==> config.mk <==
export PLATFORM = sky130hd
export DESIGN_NAME = adc_conversion_job_queue
export DESIGN_NICKNAME = d
export VERILOG_FILES = /design/src/rtl/acjq_pkg.sv /design/src/rtl/acjq_ram.sv /design/src/rtl/adc_conversion_job_queue.sv
export SDC_FILE = /design/constraint.sdc
export NUM_CORES = 1
export LEC_CHECK = 0
export ABC_AREA = 1
export BUFFER_PORTS_ARGS = -buffer_cell sky130_fd_sc_hd__buf_2
export CAP_MARGIN = 20
export CORE_MARGIN = 4
export CORE_UTILIZATION = 40
export DETAILED_ROUTE_END_ITERATION = 6
export MAX_ROUTING_LAYER = met4
export PLACE_DENSITY = 0.69
export SLEW_MARGIN = 25
export SYNTH_ARGS = -nofsm -noshare
export SYNTH_HDL_FRONTEND = slang
export SYNTH_SLANG_ARGS = --single-unit
==> constraint.sdc <==
create_clock -name clk -period 2.8 [get_ports clk]
set_input_delay 0.56 -clock clk [delete_from_list [all_inputs] [get_ports clk]]
set_output_delay 0.56 -clock clk [all_outputs]
set_load 0.005 [all_outputs]
==> src/rtl/acjq_pkg.sv <==
// Package for the ADC conversion job queue: command codes, item layouts
// and the job entry format kept in the queue memory.
// No dependencies.
package acjq_pkg;

  // Command carried in s_tuser
  typedef enum logic [0:0] {
    CMD_SUBMIT = 1'b0,
    CMD_FINISH = 1'b1
  } cmd_t;

  localparam int CHAN_W   = 5;
  localparam int TAG_W    = 8;
  localparam int SAMPLE_W = 16;
  localparam int PEND_W   = 5;

  // One queued job, as stored in the ring memory
  typedef struct packed {
    logic              want;
    logic [TAG_W-1:0]  tag;
    logic [CHAN_W-1:0] neg;
    logic [CHAN_W-1:0] pos;
  } entry_t;

  localparam int ENTRY_W = $bits(entry_t);

  // Input item payload, last field in the lowest bits
  typedef struct packed {
    logic [SAMPLE_W-1:0] sample;
    logic                wants_result;
    logic [TAG_W-1:0]    job_tag;
    logic [CHAN_W-1:0]   neg_channel;
    logic [CHAN_W-1:0]   pos_channel;
  } in_item_t;

  localparam int IN_W     = $bits(in_item_t);
  localparam int IN_BYTES = (IN_W + 7) / 8;

  // Result item payload, last field in the lowest bits
  typedef struct packed {
    logic [PEND_W-1:0]   pending;
    logic [SAMPLE_W-1:0] done_value;
    logic [TAG_W-1:0]    done_tag;
    logic                done_valid;
    logic [CHAN_W-1:0]   start_neg;
    logic [CHAN_W-1:0]   start_pos;
    logic                start_conv;
    logic                accepted;
  } res_item_t;

  localparam int RES_W     = $bits(res_item_t);
  localparam int RES_BYTES = (RES_W + 7) / 8;

endpackage

==> src/rtl/acjq_ram.sv <==
// Generic single-write, single-read RAM with a registered read port.
// No dependencies.
module acjq_ram #(
  parameter int WIDTH = 19,
  parameter int DEPTH = 16
) (
  input  logic                     clk,
  input  logic                     we,
  input  logic [$clog2(DEPTH)-1:0] waddr,
  input  logic [WIDTH-1:0]         wdata,
  input  logic [$clog2(DEPTH)-1:0] raddr,
  output logic [WIDTH-1:0]         rdata
);

  logic [WIDTH-1:0] mem [DEPTH];

  // Write port and registered read port
  always_ff @(posedge clk) begin
    if (we) begin
      mem[waddr] <= wdata;
    end
    rdata <= mem[raddr];
  end

endmodule

==> src/rtl/adc_conversion_job_queue.sv <==
// ADC conversion job queue: ring FIFO of jobs in one RAM plus a sequencer.
// Depends on acjq_pkg and acjq_ram.
//
//  channel | dir | payload                                  | handshake
//  --------+-----+------------------------------------------+-----------------
//  s_      | in  | tuser: cmd; tdata: job fields and sample | tvalid / tready
//  m_      | out | tdata: result fields                     | tvalid / tready
//
// A submit item is accepted, then loaded into the output register.
// A finish item on a non-empty queue reads the head entry and then, if jobs
// remain, the new head entry through the single RAM read port.
// One item is in flight at a time; s_tready is high only in the idle state.
// A stalled output holds the sequencer in its emit state.
// Synchronous reset clears the indices, count and handshakes; the RAM is
// never cleared, only entries holding queued jobs are used.
module adc_conversion_job_queue #(
  parameter int QUEUE_DEPTH = 16
) (
  input  logic clk,
  input  logic rst,
  input  logic                                 s_tvalid,
  output logic                                 s_tready,
  // tdata: pos_channel[4:0], neg_channel[9:5], job_tag[17:10],
  //        wants_result[18], sample[34:19], zero fill
  input  logic [acjq_pkg::IN_BYTES*8-1:0]      s_tdata,
  // tuser: cmd[0]
  input  logic                                 s_tuser,
  output logic                                 m_tvalid,
  input  logic                                 m_tready,
  // tdata: accepted[0], start_conv[1], start_pos[6:2], start_neg[11:7],
  //        done_valid[12], done_tag[20:13], done_value[36:21],
  //        pending[41:37], zero fill
  output logic [acjq_pkg::RES_BYTES*8-1:0]     m_tdata
);

  localparam int IDX_W = $clog2(QUEUE_DEPTH);
  localparam int CNT_W = $clog2(QUEUE_DEPTH + 1);

  typedef enum logic [1:0] {
    ST_IDLE,
    ST_RD_HEAD,
    ST_RD_NEXT,
    ST_EMIT
  } state_t;

  state_t               state;
  logic [IDX_W-1:0]     head;
  logic [IDX_W-1:0]     tail;
  logic [CNT_W-1:0]     count;
  acjq_pkg::res_item_t  res;
  acjq_pkg::res_item_t  res_next;
  acjq_pkg::res_item_t  out_res;
  logic [acjq_pkg::SAMPLE_W-1:0] sample_hold;

  acjq_pkg::in_item_t   in_item;
  acjq_pkg::entry_t     wr_entry;
  acjq_pkg::entry_t     rd_entry;
  logic [acjq_pkg::ENTRY_W-1:0] rd_raw;
  logic                 in_fire;
  logic                 is_submit;
  logic                 full;
  logic                 push;
  logic                 out_free;
  logic [IDX_W-1:0]     head_next;
  logic [IDX_W-1:0]     tail_next;

  // Input decode
  assign in_item   = acjq_pkg::in_item_t'(s_tdata[acjq_pkg::IN_W-1:0]);
  assign s_tready  = (state == ST_IDLE);
  assign in_fire   = s_tvalid && s_tready;
  assign is_submit = (acjq_pkg::cmd_t'(s_tuser) == acjq_pkg::CMD_SUBMIT);
  assign full      = (count == CNT_W'(QUEUE_DEPTH));
  assign push      = in_fire && is_submit && !full;
  assign out_free  = !m_tvalid || m_tready;

  // Ring index wrap
  assign head_next = (head == IDX_W'(QUEUE_DEPTH - 1)) ? '0 : head + 1'b1;
  assign tail_next = (tail == IDX_W'(QUEUE_DEPTH - 1)) ? '0 : tail + 1'b1;

  // Job entry written on a push
  always_comb begin
    wr_entry.want = in_item.wants_result;
    wr_entry.tag  = in_item.job_tag;
    wr_entry.neg  = in_item.neg_channel;
    wr_entry.pos  = in_item.pos_channel;
  end

  assign rd_entry = acjq_pkg::entry_t'(rd_raw);

  // Job memory; the read port always addresses the head, and an entry is
  // only used after a later finish accept, never in the cycle it is written
  acjq_ram #(
    .WIDTH(acjq_pkg::ENTRY_W),
    .DEPTH(QUEUE_DEPTH)
  ) u_store (
    .clk  (clk),
    .we   (push),
    .waddr(tail),
    .wdata(wr_entry),
    .raddr(head),
    .rdata(rd_raw)
  );

  // Result assembly per sequencer state
  always_comb begin
    res_next = res;
    case (state)
      ST_IDLE: begin
        if (in_fire) begin
          res_next         = '0;
          res_next.pending = acjq_pkg::PEND_W'(count);
          if (is_submit) begin
            if (!full) begin
              res_next.accepted = 1'b1;
              res_next.pending  = acjq_pkg::PEND_W'(count + 1'b1);
              if (count == '0) begin
                res_next.start_conv = 1'b1;
                res_next.start_pos  = in_item.pos_channel;
                res_next.start_neg  = in_item.neg_channel;
              end
            end
          end else if (count != '0) begin
            res_next.pending = acjq_pkg::PEND_W'(count - 1'b1);
          end
        end
      end
      ST_RD_HEAD: begin
        // popped entry is in rd_raw
        if (rd_entry.want) begin
          res_next.done_valid = 1'b1;
          res_next.done_tag   = rd_entry.tag;
          res_next.done_value = sample_hold;
        end
      end
      ST_RD_NEXT: begin
        res_next.start_conv = 1'b1;
        res_next.start_pos  = rd_entry.pos;
        res_next.start_neg  = rd_entry.neg;
      end
      default: ;
    endcase
  end

  // Sequencer: queue pointers, result register and output register
  always_ff @(posedge clk) begin
    if (rst) begin
      state    <= ST_IDLE;
      head     <= '0;
      tail     <= '0;
      count    <= '0;
      m_tvalid <= 1'b0;
    end else begin
      res <= res_next;
      if (state == ST_EMIT && out_free) begin
        out_res  <= res;
        m_tvalid <= 1'b1;
      end else if (m_tready) begin
        m_tvalid <= 1'b0;
      end
      case (state)
        ST_IDLE: begin
          if (in_fire) begin
            sample_hold <= in_item.sample;
            state       <= ST_EMIT;
            if (is_submit) begin
              if (!full) begin
                tail  <= tail_next;
                count <= count + 1'b1;
              end
            end else if (count != '0) begin
              // pop: the old head is being read this cycle
              head  <= head_next;
              count <= count - 1'b1;
              state <= ST_RD_HEAD;
            end
          end
        end
        ST_RD_HEAD: begin
          // next head read is under way
          state <= (count != '0) ? ST_RD_NEXT : ST_EMIT;
        end
        ST_RD_NEXT: begin
          state <= ST_EMIT;
        end
        ST_EMIT: begin
          if (out_free) begin
            state <= ST_IDLE;
          end
        end
        default: begin
          state <= ST_IDLE;
        end
      endcase
    end
  end

  assign m_tdata = {{(acjq_pkg::RES_BYTES*8 - acjq_pkg::RES_W){1'b0}}, out_res};

  // Occupancy never exceeds the ring size
  a_count_bound: assert property (@(posedge clk) disable iff (rst)
    count <= CNT_W'(QUEUE_DEPTH))
    else $error("job count above queue depth");

  // An empty ring has head and tail together
  a_empty_ptrs: assert property (@(posedge clk) disable iff (rst)
    (count == '0) |-> (head == tail))
    else $error("empty queue with head and tail apart");

  // Next-head read only happens when jobs remain after the pop
  a_next_read: assert property (@(posedge clk) disable iff (rst)
    (state == ST_RD_NEXT) |-> (count != '0))
    else $error("next head read on empty queue");

  // A submit to a full queue leaves the occupancy alone
  a_full_drop: assert property (@(posedge clk) disable iff (rst)
    (in_fire && is_submit && full) |=> $stable(count))
    else $error("submit to full queue changed count");

endmodule
==> qor.csv <==
metric,value,unit
power per cell area,827,mW/mm²
fin crit share,84.1,%
Setup TNS,0,ns
Max VDD drop,0.000449,V
TritonCTS clock tree,built,
arrival time worst endpoint,2.55,ns
chip width,215,µm
TritonCTS buffer count,44,
post-layout util,46.6,%
max-slew violation count,0,
grt ovf,0,
IO Count,95,
routed len/inst,17.1,µm
drt via density,5.00,
Comb power frac,15.2,%
worst reg2reg path startpoint,state[1]$_SDFFE_PP0P_,
CTS HTree Levels,2,
worst hold path class,input port to flop,
Hold Buf Count CTS,0,
internal power,12.0,mW
"EDFF count, synth",404,
GPL Wtd Cong,0.827,
"Seq/Total Area, Yosys",74.9,%
Syn. warnings,0,
Cells after Synth,1404,
final count of hold timing violations,0,
number of remaining DRC errors,0,
cell taking the most area after synthesis,edfxtp_1,
largest net degree at the start of global routing,156,
crit path kind,flop to flop,
Avg Inst Size Synth,12.2,µm²
layout cell share with drive strength beyond 1,13.8,%
reg2reg path depth,9,
Cell Rows,75,
main flop type after synthesis,edfxtp_1,
Commonest cells post-synth,"404 x edfxtp_1, 313 x nor2_1, 208 x nand2_1",
placed cell area,0.0182,mm²
r2r setup slk,0.44,ns
Initial DRT Pass Iterations,5,
Async SR Flop Fraction,0,%
DP Worst Slack,0.458,ns
Die Y,215,µm
most frequent cell after synthesis,edfxtp_1,
ANT nets after route,0,
Psw,4.20,mW
Rel. slew slack,50.8,%
Post-DP HPWL,20.4,mm
CTS Buffer Depth,3,
post-route cell area,0.0196,mm²
1st-iter DRT viols,1003,
reg2reg end,u_store.mem[0][0]$_DFFE_PP_,
synth-to-layout area growth,14.6,%
Worst-path clk slew,0.06,ns
dominant cells by area after synthesis,"edfxtp_1 71%, nor2_1 6.9%, nand2_1 4.6%",
crit-path max FO,19,
Worst Path Required,2.99,ns
clk_skew,0.0181,ns
setup bufs post-CTS,0,
CP endpoint kind,flop,
register share of total power,49.3,%
crit start category,flop,
# setup viols final,0,
CTS root buffer,clkbuf_16,
f_max,0.425,GHz
cell area after synthesis,0.0171,mm²
P_leak,7.26,nW
worst min-delay path startpoint,s_tdata[20],
initial antenna violation count,1,
RSZ-0062 raised after global routing,no,
Post-CTS Resized,0,
final worst slack,0.445,ns
first-pass GRT wire length,55.0,mm
Buffers on Ports,83,
hold slack,0.194,ns
Die ar.,0.0462,mm²
Clk pwr share,35.5,%
nets@finish,1553,
initial core utilization,40.7,%
top-area cell type share of the netlist area,70.8,%
clk sinks,439,
Total GRT Usage,15.3,%
#FFs+latches synth,439,
core area,0.0421,mm²
switching share of power,25.9,%
worst-margin pin slew,0.733,ns
max cap viols,0,
Yosys cell types,27,
Worst Hold Depth,1,
"Clk Latency, worst-skew pair",0.54,ns
via count,10373,
status,finished clean,
Worst Hold End,sample_hold[1]$_DFFE_PP_,
vias in the first global route,10072,
min cycle time layout,2.36,ns
"wirelength, routed",35.4,mm
[cell type report]
cell class,count,area (µm²)
Multi-Input combinational cell,819,3680
Inverter,77,290
Sequential cell,439,12800
Clock inverter,17,190
Tap cell,539,674
Timing Repair Buffer,116,726
Clock buffer,65,1240
Antenna cell,2,5.00
Fill cell,3596,22500
[cell usage in the layout, fill, tap and decap left out, drive strengths merged]
cell / netlist / final
edfxtp: 404 / 404
nor2: 315 / 315
nand2: 210 / 210
o21ai: 163 / 163
buf: 45 / 116
inv: 76 / 77
nand3: 65 / 65
clkbuf: 29 / 65
dfxtp: 35 / 35
o211ai: 19 / 19
a21oi: 18 / 18
clkinv: 1 / 12
ha: 11 / 11
nand4: 6 / 6
conb: 1 / 6
xor2: 5 / 5
bufinv: 0 / 4
diode: 0 / 2
or2: 1 / 1
clkinvlp: 0 / 1
[stage by stage]
| stage | power, mW | cells |
|---|---|---|
| final | 16.2 | 2074 |
| after global routing | 17.0 | 2073 |
| after CTS | 16.4 | 2072 |
| after detailed placement | 10.6 | 1990 |
| after global placement | 10.5 | 1990 |
| after floorplan | 9.90 | 1409 |
[flip-flops by register name, indices dropped and copies added, names as in the netlist, 4 cells and up]
name	count
u_store.rdata	19
sample_hold	16
tail	4
res	42
head	4
m_tdata	42
count	5
u_store.mem	304
[metal layers]
layer,track usage [%],up-vias,part of all wire (%)
li1,-,5009,-
met1,20.9,4963,44
met2,24.0,351,47
met3,3.09,50,7.7
met4,3.65,0,1.7
met5,-,-,0
[worst max path at each step]
stage / slack, ns / to / startpoint / cells past startpoint
after global placement: 0.49 / u_store.mem[0][5]$_DFFE_PP_ / s_tvalid / 8
after floorplan: 0.31 / u_store.mem[0][0]$_DFFE_PP_ / state[0]$_SDFFE_PP0P_ / 8
after global routing: 0.26 / u_store.mem[0][6]$_DFFE_PP_ / state[0]$_SDFFE_PP0P_ / 9
final: 0.44 / u_store.mem[0][0]$_DFFE_PP_ / state[1]$_SDFFE_PP0P_ / 9
after CTS: 0.46 / u_store.mem[0][0]$_DFFE_PP_ / state[1]$_SDFFE_PP0P_ / 9
after detailed placement: 0.46 / u_store.mem[0][10]$_DFFE_PP_ / state[1]$_SDFFE_PP0P_ / 9
[power by group through the flow]
| stage | Sequential (mW) | Combinational [mW] | Clock, mW |
|---|---|---|---|
| global route | 8.05 | 2.82 | 6.17 |
| global placement | 8.13 | 2.40 | 0 |
| floorplan | 8.09 | 1.80 | 0 |
| CTS | 8.01 | 2.48 | 5.88 |
| detailed placement | 8.15 | 2.47 | 0 |
| finish | 8.01 | 2.46 | 5.77 |
[worst max-delay path, stage by stage (launching register included)]
cell     delay (ns)
dfxtp_1        0.34
inv_1          0.10
ha_1           0.21
nand2_1        0.20
nor2_1         0.22
nand2_2        0.18
inv_2          0.14
nand2_1        0.15
nor2_2         0.11
buf_4          0.34
[cell families after synthesis]
family                     count (synthesis)  share of synthesized area, %
buffers and inverters                    151                          4.10
and+or+nand+nor                          597                          13.8
DFF                                      439                          74.9
adders and majority gates                 11                         0.803
other                                      1                        0.0219
AOI/OAI and AO/OA                        200                          6.12
xor gates and xnor gates                   5                         0.255
(Power assumes the default switching activity.)
